## config.mk

```make
export PLATFORM = sky130hd
export DESIGN_NAME = packed_hermitian_index_map
export DESIGN_NICKNAME = d
export VERILOG_FILES = /design/src/sv/phim_pkg.sv /design/src/sv/phim_calc.sv /design/src/sv/packed_hermitian_index_map.sv
export SDC_FILE = /design/constraint.sdc
export NUM_CORES = 1
export LEC_CHECK = 0
export ABC_AREA = 1
export BUFFER_PORTS_ARGS = -buffer_cell sky130_fd_sc_hd__buf_2
export CAP_MARGIN = 10
export CELL_PAD_IN_SITES_DETAIL_PLACEMENT = 1
export CELL_PAD_IN_SITES_GLOBAL_PLACEMENT = 1
export CORE_MARGIN = 2
export CORE_UTILIZATION = 35
export CTS_CLUSTER_SIZE = 25
export DETAILED_ROUTE_END_ITERATION = 12
export PLACE_DENSITY_LB_ADDON = 0.1
export SETUP_SLACK_MARGIN = 0.1
export SYNTH_ARGS = -nofsm -noshare
export SYNTH_HDL_FRONTEND = slang
export SYNTH_SLANG_ARGS = --single-unit
```

## constraint.sdc

```tcl
create_clock -name clk -period 9.2 [get_ports clk]
set_input_delay 0.46 -clock clk [delete_from_list [all_inputs] [get_ports clk]]
set_output_delay 0.46 -clock clk [all_outputs]
set_load 0.05 [all_outputs]
```

## src/sv/phim_pkg.sv

```systemverilog
// Package: level codes, register indexes, widths and the result record.
`timescale 1ns / 1ps

package phim_pkg;

  localparam int DEF_MAX_K_STATES = 256;
  localparam int MOM_W            = 16;
  localparam int IDX_W            = 18;
  localparam int REG_IDX_W        = 1;

  typedef logic [1:0] level_t;

  localparam level_t LVL_GROUND = 2'd0;
  localparam level_t LVL_EXC1   = 2'd1;
  localparam level_t LVL_EXC2   = 2'd2;
  localparam level_t LVL_BAD    = 2'd3;

  localparam logic [REG_IDX_W-1:0] REG_K_MIN = 1'd0;
  localparam logic [REG_IDX_W-1:0] REG_K_MAX = 1'd1;

  typedef struct packed {
    logic [IDX_W-1:0] packed_index;
    logic             conjugate;
    logic             zero_entry;
    logic             invalid;
  } result_t;

endpackage

```

## src/sv/phim_calc.sv

```systemverilog
// Index calculation: range checks, block selection and one shared multiply.
`timescale 1ns / 1ps

module phim_calc
  import phim_pkg::*;
#(
  parameter int MAX_K_STATES = DEF_MAX_K_STATES,
  localparam int KW = $clog2(MAX_K_STATES + 1),
  localparam int PW = 2 * KW + 2
) (
  input  logic signed [MOM_W-1:0] k_min,
  input  logic signed [MOM_W-1:0] k_max,
  input  logic        [KW-1:0]    k_cnt,
  input  logic        [PW-1:0]    t_blk,
  input  logic        [PW-1:0]    t3_blk,
  input  logic                    cfg_bad,
  input  level_t                  left_level,
  input  logic signed [MOM_W-1:0] left_momentum,
  input  level_t                  right_level,
  input  logic signed [MOM_W-1:0] right_momentum,
  output result_t                 res
);

  logic [MOM_W:0] diff_l;
  logic [MOM_W:0] diff_r;
  logic [KW-1:0]  a;
  logic [KW-1:0]  b;
  logic [KW-1:0]  lo;
  logic [KW-1:0]  hi;
  logic [KW-1:0]  y;
  logic [KW-1:0]  m1;
  logic [KW+1:0]  m2;
  logic [PW-1:0]  prod;
  logic [PW-1:0]  term;
  logic [PW-1:0]  base;
  logic [PW-1:0]  addv;
  logic [PW-1:0]  idx_full;
  logic           same;
  logic           coord_bad;

  assign diff_l = {left_momentum[MOM_W-1], left_momentum} - {k_min[MOM_W-1], k_min};
  assign diff_r = {right_momentum[MOM_W-1], right_momentum} - {k_min[MOM_W-1], k_min};
  assign a      = diff_l[KW-1:0];
  assign b      = diff_r[KW-1:0];

  assign coord_bad = (left_level == LVL_BAD) || (right_level == LVL_BAD) ||
                     (left_momentum < k_min) || (left_momentum > k_max) ||
                     (right_momentum < k_min) || (right_momentum > k_max);

  assign same = (left_level == right_level);
  assign lo   = (a <= b) ? a : b;
  assign hi   = (a <= b) ? b : a;
  assign y    = (left_level == LVL_EXC1) ? b : a;

  // tri(lo,hi) = lo*(2K+1-lo)/2 + (hi-lo); cross block = x*K + y
  assign m1   = same ? lo : ((left_level == LVL_EXC1) ? a : b);
  assign m2   = same ? ((KW+2)'({k_cnt, 1'b1}) - (KW+2)'(lo)) : (KW+2)'(k_cnt);
  assign prod = PW'(m1 * m2);
  assign term = same ? (prod >> 1) : prod;

  always_comb begin
    if (!same) begin
      base = t3_blk;
    end else if (left_level == LVL_EXC1) begin
      base = t_blk;
    end else if (left_level == LVL_EXC2) begin
      base = t_blk << 1;
    end else begin
      base = '0;
    end
  end

  assign addv     = same ? PW'(hi - lo) : PW'(y);
  assign idx_full = base + term + addv;

  always_comb begin
    res = '0;
    if (cfg_bad || coord_bad) begin
      res.invalid = 1'b1;
    end else if (same) begin
      res.packed_index = IDX_W'(idx_full);
      res.conjugate    = (a > b);
    end else if (left_level == LVL_GROUND || right_level == LVL_GROUND) begin
      res.zero_entry = 1'b1;
    end else begin
      res.packed_index = IDX_W'(idx_full);
      res.conjugate    = (left_level == LVL_EXC2);
    end
  end

endmodule

```

## src/sv/packed_hermitian_index_map.sv

```systemverilog
// Top level: configuration registers, input register and result register.
`timescale 1ns / 1ps

// Maps a density-matrix coordinate (left level, left momentum, right level,
// right momentum) to its packed storage index with conjugate, zero and invalid
// flags. One request is accepted every cycle while in_stall is low; each request
// passes through the input register and then the result register, around
// a single pass of range checks and one shared multiplier. The block sizes
// K and T are recomputed from k_min and k_max in the cycle after a register write.
// Registers: index 0 is k_min, index 1 is k_max, both 16 bit signed, reset 0.

module packed_hermitian_index_map
  import phim_pkg::*;
#(
  parameter int MAX_K_STATES = DEF_MAX_K_STATES
) (
  input  logic                    clk,
  input  logic                    rst,
  input  logic                    cfg_we,
  input  logic [REG_IDX_W-1:0]    cfg_addr,
  input  logic [MOM_W-1:0]        cfg_data,
  input  logic                    in_valid,
  output logic                    in_stall,
  input  level_t                  left_level,
  input  logic signed [MOM_W-1:0] left_momentum,
  input  level_t                  right_level,
  input  logic signed [MOM_W-1:0] right_momentum,
  output logic                    out_valid,
  input  logic                    out_stall,
  output logic [IDX_W-1:0]        packed_index,
  output logic                    conjugate,
  output logic                    zero_entry,
  output logic                    invalid
);

  localparam int KW = $clog2(MAX_K_STATES + 1);
  localparam int PW = 2 * KW + 2;
  localparam logic [MOM_W-1:0] SPAN_LIM = MOM_W'(MAX_K_STATES);

  logic signed [MOM_W-1:0] k_min;
  logic signed [MOM_W-1:0] k_max;
  logic        [KW-1:0]    k_cnt;
  logic        [PW-1:0]    t_blk;
  logic        [PW-1:0]    t3_blk;
  logic                    cfg_bad;

  logic [MOM_W:0]  span;
  logic [KW-1:0]   k_cnt_next;
  logic [KW:0]     k_inc;
  logic [2*KW:0]   t_prod;
  logic [PW-1:0]   t_blk_next;
  logic [PW-1:0]   t3_blk_next;
  logic            cfg_bad_next;

  logic                    s1_valid;
  level_t                  s1_left_level;
  logic signed [MOM_W-1:0] s1_left_momentum;
  level_t                  s1_right_level;
  logic signed [MOM_W-1:0] s1_right_momentum;
  result_t                 calc_res;
  result_t                 out_res;
  logic                    out_load;

  always_ff @(posedge clk) begin
    if (rst) begin
      k_min <= '0;
      k_max <= '0;
    end else if (cfg_we) begin
      unique case (cfg_addr)
        REG_K_MIN: k_min <= cfg_data;
        REG_K_MAX: k_max <= cfg_data;
        default: ;
      endcase
    end
  end

  assign span         = {k_max[MOM_W-1], k_max} - {k_min[MOM_W-1], k_min};
  assign cfg_bad_next = span[MOM_W] || (span[MOM_W-1:0] >= SPAN_LIM);
  assign k_cnt_next   = KW'(span[MOM_W-1:0] + MOM_W'(1));
  assign k_inc        = {1'b0, k_cnt} + (KW+1)'(1);
  assign t_prod       = (2*KW+1)'(k_cnt * k_inc);
  assign t_blk_next   = PW'(t_prod >> 1);
  assign t3_blk_next  = t_blk_next + (t_blk_next << 1);

  // register the derived block sizes behind the configuration registers
  always_ff @(posedge clk) begin
    if (rst) begin
      k_cnt   <= KW'(1);
      t_blk   <= PW'(1);
      t3_blk  <= PW'(3);
      cfg_bad <= 1'b0;
    end else begin
      k_cnt   <= k_cnt_next;
      t_blk   <= t_blk_next;
      t3_blk  <= t3_blk_next;
      cfg_bad <= cfg_bad_next;
    end
  end

  assign out_load = !out_valid || !out_stall;
  assign in_stall = s1_valid && !out_load;

  always_ff @(posedge clk) begin
    if (rst) begin
      s1_valid <= 1'b0;
    end else if (!in_stall) begin
      s1_valid <= in_valid;
    end
  end

  always_ff @(posedge clk) begin
    if (in_valid && !in_stall) begin
      s1_left_level     <= left_level;
      s1_left_momentum  <= left_momentum;
      s1_right_level    <= right_level;
      s1_right_momentum <= right_momentum;
    end
  end

  phim_calc #(
    .MAX_K_STATES(MAX_K_STATES)
  ) u_calc (
    .k_min          (k_min),
    .k_max          (k_max),
    .k_cnt          (k_cnt),
    .t_blk          (t_blk),
    .t3_blk         (t3_blk),
    .cfg_bad        (cfg_bad),
    .left_level     (s1_left_level),
    .left_momentum  (s1_left_momentum),
    .right_level    (s1_right_level),
    .right_momentum (s1_right_momentum),
    .res            (calc_res)
  );

  always_ff @(posedge clk) begin
    if (rst) begin
      out_valid <= 1'b0;
    end else if (out_load) begin
      out_valid <= s1_valid;
    end
  end

  always_ff @(posedge clk) begin
    if (out_load && s1_valid) begin
      out_res <= calc_res;
    end
  end

  assign packed_index = out_res.packed_index;
  assign conjugate    = out_res.conjugate;
  assign zero_entry   = out_res.zero_entry;
  assign invalid      = out_res.invalid;

  a_invalid_clears : assert property (@(posedge clk) disable iff (rst)
    out_valid && invalid |-> packed_index == '0 && !conjugate && !zero_entry)
    else $error("invalid result carries index or flags");

  a_zero_clears : assert property (@(posedge clk) disable iff (rst)
    out_valid && zero_entry |-> packed_index == '0 && !conjugate)
    else $error("zero entry carries index or conjugate");

  a_accept_fills : assert property (@(posedge clk) disable iff (rst)
    in_valid && !in_stall |=> s1_valid)
    else $error("accepted request lost from input register");

  a_stall_holds_s1 : assert property (@(posedge clk) disable iff (rst)
    in_stall |=> s1_valid && $stable(s1_left_momentum) && $stable(s1_right_momentum))
    else $error("input register changed while stalled");

endmodule

```

# --- Word-level counts from Yosys, hierarchy flattened ---
# Index checks and enable logic that the tools add are counted.
totals:
  out_inout_bits: 23
  in_bits: 58
  elab_cells: 77
  ff_bits: 137
op_classes:
  eq_ne: 5
  mul: 2
  n_reduce_logical: 21
  magnitude_cmp: 7
  muxes: 15
  addsub: 10
  bitwise_logic: 1
op_table:
  columns: ["cell", "n"]
  rows:
  - ["18-bit two-way mux", 5]
  - ["18-bit adder", 3]
  - ["9-bit two-way mux", 5]
  - ["19-bit two-way mux", 2]
  - ["16-bit > comparator", 2]
  - ["16-bit < comparator", 2]
  - ["9-bit by 10-bit multiplier with 19-bit output", 1]
  - ["9-bit by 11-bit multiplier with 19-bit output", 1]
  - ["9-bit subtractor", 2]
  - ["16-bit by 16-bit subtractor with 17-bit output", 1]
  - ["16-bit by 9-bit greater-or-equal comparator with 1-bit output, second input constant", 1]
  - ["11-bit two-way mux", 1]
  - ["10-bit by 9-bit subtractor with 11-bit output", 1]
  - ["9-bit by 1-bit adder with 10-bit output, second input constant", 1]
  - ["9-bit by 9-bit subtractor with 10-bit output", 1]
  - ["9-bit by 1-bit adder with 9-bit output, second input constant", 1]
  - ["9-bit > comparator", 1]
  - ["9-bit less-or-equal comparator", 1]
  - ["1-bit logical OR", 9]
  - ["2-bit equality test, second input constant", 3]
  - ["1-bit logical NOT", 4]
  - ["2-bit logical NOT", 2]
  - ["2-bit AND reduction", 2]
  - ["1-bit logical AND", 3]
  - ["other kinds (5)", 6]

# --- Logic depth before layout (Yosys ltp) ---
# Gate-level depths: netlist of run 1.
depth:
  word_depth: 11
  mapped_depth: 70
  ltp_nobuf: 70

# --- Hierarchy ---
# A second synthesis of run 1 with hierarchy kept.
unflattened:
  cells_unflattened: 2345
  area_unflattened_um2: 17405.4
by_module_without_submodules:
  columns: ["module", "seq_area_each_um2", "cells_per_inst", "instances", "area_per_inst_um2"]
  rows:
  - ["packed_hermitian_index_map", 3333.2, 1103, 1, 9173.8]
  - ["phim_calc", 0.0, 1242, 1, 8231.6]

# --- Worst setup path after synthesis of run 1 ---
# OpenSTA, ideal clock, no wires.
synth_timing:
  kind: "reg-to-reg"
  from: "reg k_min[1]"
  to: "reg out_res, in the netlist packed_index[17], data pin"
  setup_slack_ns: -0.818
  arrival_ns: 9.763
  path_stages_with_launch: 64
  t_required_ns: 8.945
  cell_sequence: "dfxtp_1 -> inv_1 -> ha_1 -> nand3b_1 -> nand2_1 -> nand2_1 -> nand2_1 -> a21oi_1 -> nand2b_1 -> nand2_1 -> nand2_1 -> nand2_1 -> xor2_1 -> inv_1 -> ha_1 -> nand4_1 -> nor4_2 -> nand3_4 -> [... 28 more ...] -> a21oi_1 -> o21ai_0 -> a21oi_1 -> xnor2_1 -> nor2_1 -> a31oi_1 -> fa_1 -> ha_1 -> inv_1 -> nor3_1 -> nand3_1 -> nand2_1 -> xor2_1 -> inv_1 -> nand3_1 -> nand2_1 -> a21oi_1 -> nor2_1"
synth_between:
  elab_chain_cells: 11
  word_cells_on_any_way: 25
  classes_between: "add/sub (6); mul (1); order compare (3); mux (10); reduce/logical (5)"
synth_rtl:
  columns: ["item", "line_no", "text"]
  rows:
  - ["start: declaration", "packed_hermitian_index_map.sv:40", "logic signed [MOM_W-1:0] k_min;"]
  - ["start signal: assignment", "packed_hermitian_index_map.sv:70", "REG_K_MIN: k_min <= cfg_data;"]
  - ["9-bit subtractor, on equally long branches", "phim_calc.sv:41, phim_calc.sv:42", null]
  - ["9-bit less-or-equal comparator", "phim_calc.sv:51, phim_calc.sv:52", null]
  - ["9-bit two-way mux", "phim_calc.sv:51", "assign lo = (a <= b) ? a : b;"]
  - ["10-bit by 9-bit subtractor with 11-bit output", "phim_calc.sv:57", "assign m2 = same ? ((KW+2)'({k_cnt, 1'b1}) - (KW+2)'(lo)) : (KW+2)'(k_cnt);"]
  - ["11-bit two-way mux", "phim_calc.sv:57", null]
  - ["9-bit by 11-bit multiplier with 19-bit output", "phim_calc.sv:58", "assign prod = PW'(m1 * m2);"]
  - ["18-bit two-way mux", "phim_calc.sv:59", "assign term = same ? (prod >> 1) : prod;"]
  - ["18-bit adder (2 in series)", "phim_calc.sv:74", "assign idx_full = base + term + addv;"]
  - ["19-bit two-way mux", "phim_calc.sv:83", "end else if (left_level == LVL_GROUND || right_level == LVL_GROUND) begin"]
  - ["19-bit two-way mux", "phim_calc.sv:80", "end else if (same) begin"]
  - ["end signal: assignment", "packed_hermitian_index_map.sv:146", "out_res <= calc_res;"]
  - ["end: declaration", "packed_hermitian_index_map.sv:61", "result_t out_res;"]
# Parallel ways exist; a longest one is shown, timed or not.
# A chain may end at the register's enable or synchronous reset.

# --- Worst setup path in the final report of run 1 ---
layout_timing:
  from: "reg s1_left_momentum[2]"
  to: "reg out_res, in the netlist packed_index[17], data pin"
layout_between:
  elab_chain_cells: 11
  word_cells_on_any_way: 24
  classes_between: "add/sub (5); mul (1); order compare (3); mux (10); reduce/logical (5)"
layout_rtl:
  columns: ["item", "line_no", "text"]
  rows:
  - ["start: declaration", "packed_hermitian_index_map.sv:57", "logic signed [MOM_W-1:0] s1_left_momentum;"]
  - ["start signal: assignment", "packed_hermitian_index_map.sv:114", "s1_left_momentum <= left_momentum;"]
  - ["9-bit subtractor", "phim_calc.sv:41", "assign diff_l = {left_momentum[MOM_W-1], left_momentum} - {k_min[MOM_W-1], k_min};"]
  - ["9-bit less-or-equal comparator", "phim_calc.sv:51, phim_calc.sv:52", null]
  - ["9-bit two-way mux", "phim_calc.sv:51", null]
  - ["10-bit by 9-bit subtractor with 11-bit output", "phim_calc.sv:57", null]
  - ["11-bit two-way mux", "phim_calc.sv:57", null]
  - ["9-bit by 11-bit multiplier with 19-bit output", "phim_calc.sv:58", null]
  - ["18-bit two-way mux", "phim_calc.sv:59", null]
  - ["18-bit adder (2 in series)", "phim_calc.sv:74", null]
  - ["19-bit two-way mux", "phim_calc.sv:83", null]
  - ["19-bit two-way mux", "phim_calc.sv:80", null]
# Parallel ways exist; a longest one is shown, timed or not.

==> results of run 1 <==
## area by class of cell
class / count / area, sq um / area share (%)
Multi-Input combinational cell: 1541 / 12480 / 57.09
Sequential cell: 136 / 3296 / 15.08
Timing Repair Buffer: 429 / 3122 / 14.29
Inverter: 437 / 1648 / 7.541
Tap cell: 615 / 769.5 / 3.522
Clock buffer: 19 / 432.9 / 1.981
Clock inverter: 13 / 107.6 / 0.4924
## cell families (layout without fill, tap and decap cells)
logic type	after synthesis	count (layout)	share of synthesized area, %
AND/OR/NAND/NOR	721	721	18.92
buffers and inverters	478	898	10.88
AO/OA/AOI/OAI	389	389	13.40
adder cells (fa/ha/maj)	356	356	33.04
flip-flops	136	136	19.71
XOR/XNOR	65	65	3.452
multiplexers	10	10	0.5991
## layout by cell type, fill, tap and decap left out, types with 57 or more instances in the layout
master and instances:
nand2_1 310, ha_1 188, o21ai_0 108, inv_1 397, fa_1 140, dfxtp_1 77
buf_4 329, edfxtp_1 57, a21oi_1 137, buf_2 80, nor2_1 202
## sequential cells by signal, summed over array words and instances, names as in the netlist
register and flops:
cfg_bad 1, conjugate 1, invalid 1, k_cnt 9, k_max 16, k_min 16
out_valid 1, packed_index 18, s1_left_level 2, s1_left_momentum 16, s1_right_level 2, s1_right_momentum 16
s1_valid 1, t3_blk 17, t_blk 18, zero_entry 1
## worst reg2reg max path, delay by kind of cell, from the launching register on
kind                       cells  cell delay (ps)
buffers and inverters         12              990
xor gates and xnor gates       3              460
DFF                            1              460
AOI/OAI and AO/OA             10             1520
adders and majority gates     11             3910
and+or+nand+nor               22             2490
muxes                          1              120
## through the flow
| step | worst slack, ps | setup TNS (ps) | std cells | util [%] |
|---|---|---|---|---|
| 6_report | -986.7 | -4967 | 3190 | 46.05 |
| 4_1_cts | -791.0 | -3788 | 3179 | 44.86 |
| 3_3_place_gp | -1011 | -5876 | 3085 | 42.06 |
| 2_1_floorplan | -480.2 | -623.1 | 2155 | - |
| 3_5_place_dp | -1259 | -7443 | 3085 | 42.06 |
| 5_1_grt | -1596 | -9668 | 3190 | 46.05 |
## per-layer routing
layer  share of wire, %  vias up  global-route usage, %  wire length (um)
li1                   -     7723                      -                 -
met1                 45     7854                  32.16             27460
met2                 48      260                  41.80             28890
met3                5.2       77                  5.620              3141
met4                2.1        0                  6.387              1274
met5                  0        -                      0                 0
## worst max path at each step
stage	start	endpoint	slack, ps
3_3_place_gp	s1_right_momentum[2]$_DFFE_PP_	packed_index[17]$_SDFFCE_PP0P_	-1010
5_1_grt	s1_left_momentum[2]$_DFFE_PP_	packed_index[17]$_SDFFCE_PP0P_	-1600
6_report	s1_left_momentum[2]$_DFFE_PP_	packed_index[17]$_SDFFCE_PP0P_	-990
3_5_place_dp	s1_right_momentum[2]$_DFFE_PP_	packed_index[17]$_SDFFCE_PP0P_	-1260
4_1_cts	s1_right_momentum[2]$_DFFE_PP_	packed_index[17]$_SDFFCE_PP0P_	-790
2_1_floorplan	s1_right_momentum[2]$_DFFE_PP_	packed_index[17]$_SDFFCE_PP0P_	-480
## repair_timing
action,4_1_cts,5_1_grt
endpoints found under the setup margin,12,13
gates resized for setup,62,109
pin swaps,60,94
hold buffers,0,0
setup buffers,73,29
==> impl_metrics.tcl, run 1 <==
set metrics [dict create \
    syn-cell-area_sq_um 16710 \
    crit_path_frequent_cell "nand2_1" \
    syn_inst 2155 \
    crit_arrival_ps 10380 \
    hold_depth 1 \
    cts.path.max_buffers 2 \
    ios 81 \
    core_area_sq_um 47450 \
    syn_avg_cell_area_sq_um 7.753 \
    vias_per_cell 4.989 \
    skew_ps 11.38 \
    start_util_pct 35.22 \
    ys.flop_type "dfxtp_1" \
    holdWs_ps 190.1 \
    htree_levels 4 \
    yosysMostFrequentCell "inv_1" \
    max_cap_viol_count 0 \
    grt_overflow_total 0 \
    placed_cell_area_sq_um 19950 \
    drive_gt1_share_pct 27.38 \
    antenna_found_initial 0 \
    violations "negative setup slack" \
    first_global_vias 17190 \
    worstSetupPathDepth 59 \
    worstHoldStart "right_momentum[4]" \
    holdPathEnd "s1_right_momentum[4]$_DFFE_PP_" \
    start_kind "register" \
    reg2reg_to "packed_index[17]$_SDFFCE_PP0P_" \
    grt_usage_pct 24.85 \
    die_x_um 222.5 \
    fill_cells 5789 \
    finalSetupViolCount 9 \
    die_h_um 222.5 \
    gp_congestion 0.9442 \
    yosys_warnings 0 \
    synth_cell_types 61 \
    fin_crit_sh_pct 110.7 \
    portBuffers 80 \
    diodes 0 \
    num_vias 15910 \
    relSlewSlack_pct 21.07 \
    place_hpwl_mm 49.62 \
    first_iter_violations 842 \
    finalNetCount 2976 \
    clock_latency_ps 440 \
    drc 0 \
    end_kind "register" \
    dieArea_sq_um 49500 \
    area_delta_synth_final_pct 30.78 \
    synth_area_leaders "fa_1 17%, ha_1 16%, edfxtp_1 10%" \
    routed_wl_mm 60.76 \
    r2r_cells 59 \
    cts_tree "built" \
    r2r_start "s1_left_momentum[2]$_DFFE_PP_" \
    status "finished with violations" \
    synth_common_cells "421 x inv_1, 339 x nand2_1, 214 x ha_1" \
    crit_slowest_cell "fa_1" \
    routedWlPerCell_um 19.05 \
    cp_top_family "adder cells" \
    slew_violations 0 \
    cts_buffers 17 \
    dr.pass1.iters 5 \
    critPathRequiredTime_ps 9400 \
    crit_fanout 7 \
    max_stage_delay_ps 520 \
    fmax_mhz 98.17 \
    rows 80 \
    seq_area_frac_synth_pct 19.71 \
    clkTransAtPathRegs_ps 70 \
    grt_pass1_wl_mm 94.90 \
    period_minus_slack_ps 10190 \
    setup.worst_path.class "register to register" \
    synth-seq-cells 136 \
    stdcell_area_sq_um 21850 \
    hold_class "input port to register" \
    reg2reg_slack_ps -990 \
    ant_nets 0 \
    synth_top_area_share_pct 17.01 \
    fin_ws_ps -986.7 \
    synth-edff-count 57 \
    grt_max_degree 54 \
    clockRootBuffer "clkbuf_16" \
    yosys.area.top_type "fa_1" \
    hold_violations 0 \
    crit_buf_inv 12 \
    syn_nets 2569 \
    cts.sinks 136 \
    async_flop_share_pct 0 \
    rsz0062_at_grt "true" \
    worst-slew-pin-transition_ps 1181 \
]
Power of run 1 is left out: the tool's default activity adds up to more than one toggle a clock period on the data nets, which glitch-free logic cannot reach.
==> run 2, diff against run 1 <==
--- a/config.mk
+++ b/config.mk
@@ -15,6 +15,7 @@
 export CTS_CLUSTER_SIZE = 25
 export DETAILED_ROUTE_END_ITERATION = 12
 export PLACE_DENSITY_LB_ADDON = 0.1
+export RECOVER_POWER = 100
 export SETUP_SLACK_MARGIN = 0.1
 export SYNTH_ARGS = -nofsm -noshare
 export SYNTH_HDL_FRONTEND = slang
==> run 2 against run 1 <==
The run ends with max-capacitance violations, max-slew violations, negative setup slack left; fmax grew 0.16%; final area shrank 0.30%; count of clock-buffer cells in the layout is the same; routed wire length is essentially flat; sequential cell count is the same; worst setup slack gained 16 ps; die area is the same; non-clock buffer count is the same; sequential share of layout area is essentially flat.
==> impl_metrics.tcl, run 2 (synthesis results as in run 1) <==
set metrics [dict create \
    status "finished with violations" \
    violations "max-capacitance violations, max-slew violations, negative setup slack" \
    end_kind "register" \
    finalSetupViolCount 9 \
    hold_violations 0 \
    worst-slew-pin-transition_ps 2408 \
    routed_wl_mm 60.79 \
    r2r_cells 61 \
    grt_usage_pct 24.85 \
    fmax_mhz 98.32 \
    crit_path_frequent_cell "nand2_1" \
    grt_max_degree 54 \
    rows 80 \
    cp_top_family "adder cells" \
    startpoint "k_min[2]$_SDFFE_PP0P_" \
    layout_common_cells "397 x inv_1, 325 x buf_4, 311 x nand2_1" \
    r2r_start "k_min[2]$_SDFFE_PP0P_" \
    crit_fanout 7 \
    clockRootBuffer "clkbuf_16" \
    period_minus_slack_ps 10170 \
    fin_util_pct 45.92 \
    place_hpwl_mm 49.62 \
    antenna_found_initial 0 \
    core_area_sq_um 47450 \
    critPathRequiredTime_ps 9390 \
    clkTransAtPathRegs_ps 70 \
    diodes 0 \
    grt_overflow_total 0 \
    dr.pass1.iters 4 \
    cts_buffers 17 \
    dieArea_sq_um 49500 \
    first_global_vias 17190 \
    start_util_pct 35.22 \
    vias_per_cell 4.966 \
    ant_nets 0 \
    drc 0 \
    first_iter_violations 729 \
    reg2reg_to "packed_index[17]$_SDFFCE_PP0P_" \
    clock_latency_ps 440 \
    routedWlPerCell_um 19.06 \
    hold_class "input port to register" \
    cts.sinks 136 \
    setup.worst_path.class "register to register" \
    ios 81 \
    worstSetupPathDepth 61 \
    grt_pass1_wl_mm 94.90 \
    crit_slowest_cell "fa_1" \
    fin_ws_ps -970.6 \
    gp_congestion 0.9442 \
    crit_buf_inv 14 \
    cts.path.max_buffers 2 \
    final_common_cell "inv_1" \
    crit_arrival_ps 10370 \
    post-place-ws_ps -1259 \
    max_cap_viol_count 4 \
    area_delta_synth_final_pct 30.39 \
    portBuffers 80 \
    htree_levels 4 \
    num_vias 15840 \
    cts_hold_buffers 0 \
    max_stage_delay_ps 520 \
    rsz0062_at_grt "true" \
    drive_gt1_share_pct 25.83 \
    skew_ps 12.40 \
    cts_tree "built" \
    die_h_um 222.5 \
    crit_path_end "packed_index[17]$_SDFFCE_PP0P_" \
    die_x_um 222.5 \
    fin_crit_sh_pct 110.6 \
    start_kind "register" \
    finalNetCount 2976 \
    slew_violations 141 \
    relSlewSlack_pct -60.56 \
    reg2reg_slack_ps -970 \
]
==> run 2: cell count changes in the layout (fill, tap and decap cells not counted), sizes merged <==
cell    before  now
clkbuf      19   57
buf        429  391
==> run 2: worst register-to-register path, delay by kind of cell (launching register included) <==
| family | cells | cell delay (ps) |
|---|---|---|
| compound gates | 10 | 1520 |
| xor+xnor | 3 | 460 |
| fa+ha+maj | 11 | 3860 |
| buf+inv | 14 | 1170 |
| flops | 1 | 340 |
| mux | 1 | 120 |
| simple gates | 22 | 2480 |
==> run 2: worst min-delay path by stage <==
stage                     startpoint                             end  cells after the start  slack, ps
2_1_floorplan  s1_valid$_SDFFE_PP0N_          out_valid$_SDFFE_PP0N_                      2        460
3_3_place_gp   s1_valid$_SDFFE_PP0N_          out_valid$_SDFFE_PP0N_                      2        490
3_5_place_dp   s1_valid$_SDFFE_PP0N_          out_valid$_SDFFE_PP0N_                      2        520
4_1_cts            right_momentum[4]  s1_right_momentum[4]$_DFFE_PP_                      1        160
5_1_grt            right_momentum[3]  s1_right_momentum[3]$_DFFE_PP_                      1        160
6_report           right_momentum[4]  s1_right_momentum[4]$_DFFE_PP_                      1        190
==> run 2: area by class of cell <==
class	instances	area (sq um)
clock buffers	19	432.9
clock inverters	13	107.6
fillers	5802	25660
well taps	615	769.5
multi-input cells	1541	12460
repair buffers	429	3068
flip-flops and latches	136	3296
inverters	437	1648
==> run 2: metal layers <==
metal  track usage (%)  wire length, um  vias up  part of all wire, %
li1                  -                -     7726                    -
met1             32.16            27590     7829                   45
met2             41.80            29100      221                   48
met3             5.620             2941       66                  4.8
met4             6.387             1156        0                  1.9
met5                 0                0        -                    0
==> run 2: what timing repair did <==
| action | in CTS | in global routing |
|---|---|---|
| setup endpoints to repair | 12 | 13 |
| setup buffers | 73 | 29 |
| gates resized for setup | 62 | 109 |
| pin swaps | 60 | 94 |
==> run 2: metrics by stage <==
stage / TNS [ps] / area (sq um) / hold WS (ps) / instances
finish: -4850 / 21790 / 189.4 / 3190
global route: -9668 / 21790 / 163.8 / 3190
CTS: -3788 / 21280 / 164.8 / 3179
detailed placement: -7443 / 19950 / 515.9 / 3085
global placement: -5876 / 19950 / 488.2 / 3085
floorplan: -623.1 / 16870 / 457.0 / 2155
Power of run 2 is left out for the same reason.
==> run 3, diff against run 2 <==
--- a/config.mk
+++ b/config.mk
@@ -14,7 +14,7 @@
 export CORE_UTILIZATION = 35
 export CTS_CLUSTER_SIZE = 25
 export DETAILED_ROUTE_END_ITERATION = 12
-export PLACE_DENSITY_LB_ADDON = 0.1
+export PLACE_DENSITY = 0.69
 export RECOVER_POWER = 100
 export SETUP_SLACK_MARGIN = 0.1
 export SYNTH_ARGS = -nofsm -noshare
==> run 3 against run 2 <==
The flow still finishes with violations (max-capacitance violations, max-slew violations, negative setup slack); die area unchanged; final area up 0.32%; highest routed layer unchanged; worst setup slack worse by 100 ps; critical endpoint unchanged; first-iteration DRC count up 13%; register-to-register slack worse by 100 ps; sequential share of layout area about the same; global-route usage down 0.47 points.
==> impl_metrics.tcl, run 3 (synthesis results as in run 1) <==
set metrics [dict create \
    status "finished with violations" \
    violations "max-capacitance violations, max-slew violations, negative setup slack" \
    fill_cells 5790 \
    grt_overflow_total 0 \
    grt_pass1_wl_mm 93.79 \
    relSlewSlack_pct -43.27 \
    dieArea_sq_um 49500 \
    r2r_cells 67 \
    cts.path.max_buffers 2 \
    cts_buffers 17 \
    cts.sinks 136 \
    hold_depth 1 \
    period_minus_slack_ps 10270 \
    holdWs_ps 141.3 \
    setup.worst_path.class "register to register" \
    place_hpwl_mm 48.29 \
    die_x_um 222.5 \
    hold_class "input port to register" \
    skew_ps 15.46 \
    r2r_start "s1_right_momentum[0]$_DFFE_PP_" \
    antenna_found_initial 3 \
    dr.pass1.iters 7 \
    area_delta_synth_final_pct 30.81 \
    finalSetupViolCount 9 \
    clock_latency_ps 490 \
    worstHoldStart "right_momentum[7]" \
    routedWlPerCell_um 19.43 \
    ios 81 \
    rows 80 \
    clkTransAtPathRegs_ps 70 \
    max_stage_delay_ps 510 \
    reg2reg_to "packed_index[17]$_SDFFCE_PP0P_" \
    gp_congestion 0.9585 \
    clockRootBuffer "clkbuf_16" \
    crit_slowest_cell "fa_1" \
    die_h_um 222.5 \
    reg2reg_slack_ps -1070 \
    fin_crit_sh_pct 111.7 \
    critPathRequiredTime_ps 9450 \
    max_cap_viol_count 4 \
    routed_wl_mm 61.39 \
    vias_per_cell 5.072 \
    rsz0062_at_grt "true" \
    crit_arrival_ps 10520 \
    holdPathEnd "s1_right_momentum[7]$_DFFE_PP_" \
    start_util_pct 35.22 \
    instances_no_fill 3160 \
    worst-slew-pin-transition_ps 2149 \
    dp_cells 3062 \
    finalNetCount 2945 \
    first_iter_violations 822 \
    crit_fanout 6 \
    ant_nets 0 \
    core_area_sq_um 47450 \
    fmax_mhz 97.35 \
    num_vias 16030 \
    post-place-ws_ps -1142 \
    fin_ws_ps -1073 \
    cts_tree "built" \
    cts_hold_buffers 0 \
    layout_common_cells "394 x inv_1, 299 x buf_4, 298 x nand2_1" \
    drive_gt1_share_pct 26.69 \
    final_common_cell "inv_1" \
    first_global_vias 17340 \
    grt_max_degree 54 \
    crit_path_frequent_cell "nand2_2" \
    drc 0 \
    grt_usage_pct 24.39 \
    slew_violations 141 \
    hold_violations 0 \
    start_kind "register" \
    portBuffers 80 \
    end_kind "register" \
    htree_levels 4 \
    setup_tns_ps -5205 \
]
## run 3: changes by cell type in the layout (fill, tap and decap cells not counted), moves of 4 or more
cell,delta
buf_4,-26
nand2_1,-13
nand2_2,+13
clkbuf_1,-12
buf_2,+8
a21oi_4,+6
ha_4,+6
clkinv_2,-5
ha_1,-4
inv_4,+4
inv_6,+4
nand3_1,-4
o21bai_1,-4
## run 3: area by class of cell
class	count	area, sq um	share of cell area, %
inverters	437	1658	7.585
diodes	1	2.502	0.01145
flip-flops and latches	136	3296	15.08
well taps	615	769.5	3.521
clock buffers	17	425.4	1.946
clock inverters	15	162.7	0.7442
repair buffers	398	2823	12.92
multi-input cells	1541	12720	58.20
## run 3: worst max-delay path, delay by kind of cell, from the launching register on
family / cells / cell delay [ps]
xor gates and xnor gates: 3 / 550
and+or+nand+nor: 25 / 2580
muxes: 1 / 110
buffers and inverters: 14 / 1100
DFF: 1 / 430
adders and majority gates: 11 / 3540
AOI/OAI and AO/OA: 13 / 1670
## run 3: worst max-delay path by stage
stage,start,to,cells past startpoint
2_1_floorplan,s1_right_momentum[2]$_DFFE_PP_,packed_index[17]$_SDFFCE_PP0P_,63
3_3_place_gp,s1_left_momentum[0]$_DFFE_PP_,packed_index[17]$_SDFFCE_PP0P_,59
3_5_place_dp,s1_right_momentum[2]$_DFFE_PP_,packed_index[17]$_SDFFCE_PP0P_,65
4_1_cts,s1_right_momentum[2]$_DFFE_PP_,packed_index[17]$_SDFFCE_PP0P_,63
5_1_grt,s1_right_momentum[0]$_DFFE_PP_,packed_index[17]$_SDFFCE_PP0P_,67
6_report,s1_right_momentum[0]$_DFFE_PP_,packed_index[17]$_SDFFCE_PP0P_,67
## run 3: routing by layer
metal / GRT usage (%) / routed length [um] / share of wire (%)
met1: 32.68 / 28490 / 46
met2: 41.88 / 29650 / 48
met3: 2.737 / 1908 / 3.1
met4: 6.105 / 1345 / 2.2
met5: 0 / 0 / 0
## run 3: metrics by stage
| stage | instance area (sq um) | util [%] |
|---|---|---|
| floorplan | 16870 | - |
| detailed placement | 19770 | 41.67 |
| CTS | 21240 | 44.77 |
| finish | 21860 | 46.07 |
| global placement | 19770 | 41.67 |
| global route | 21850 | 46.06 |
## run 3: timing repair
action / in CTS / in global routing
pin swaps: 107 / 124
resized for setup: 111 / 109
endpoints found under the setup margin: 10 / 12
setup buffers: 46 / 31
Power of run 3 is left out for the same reason.
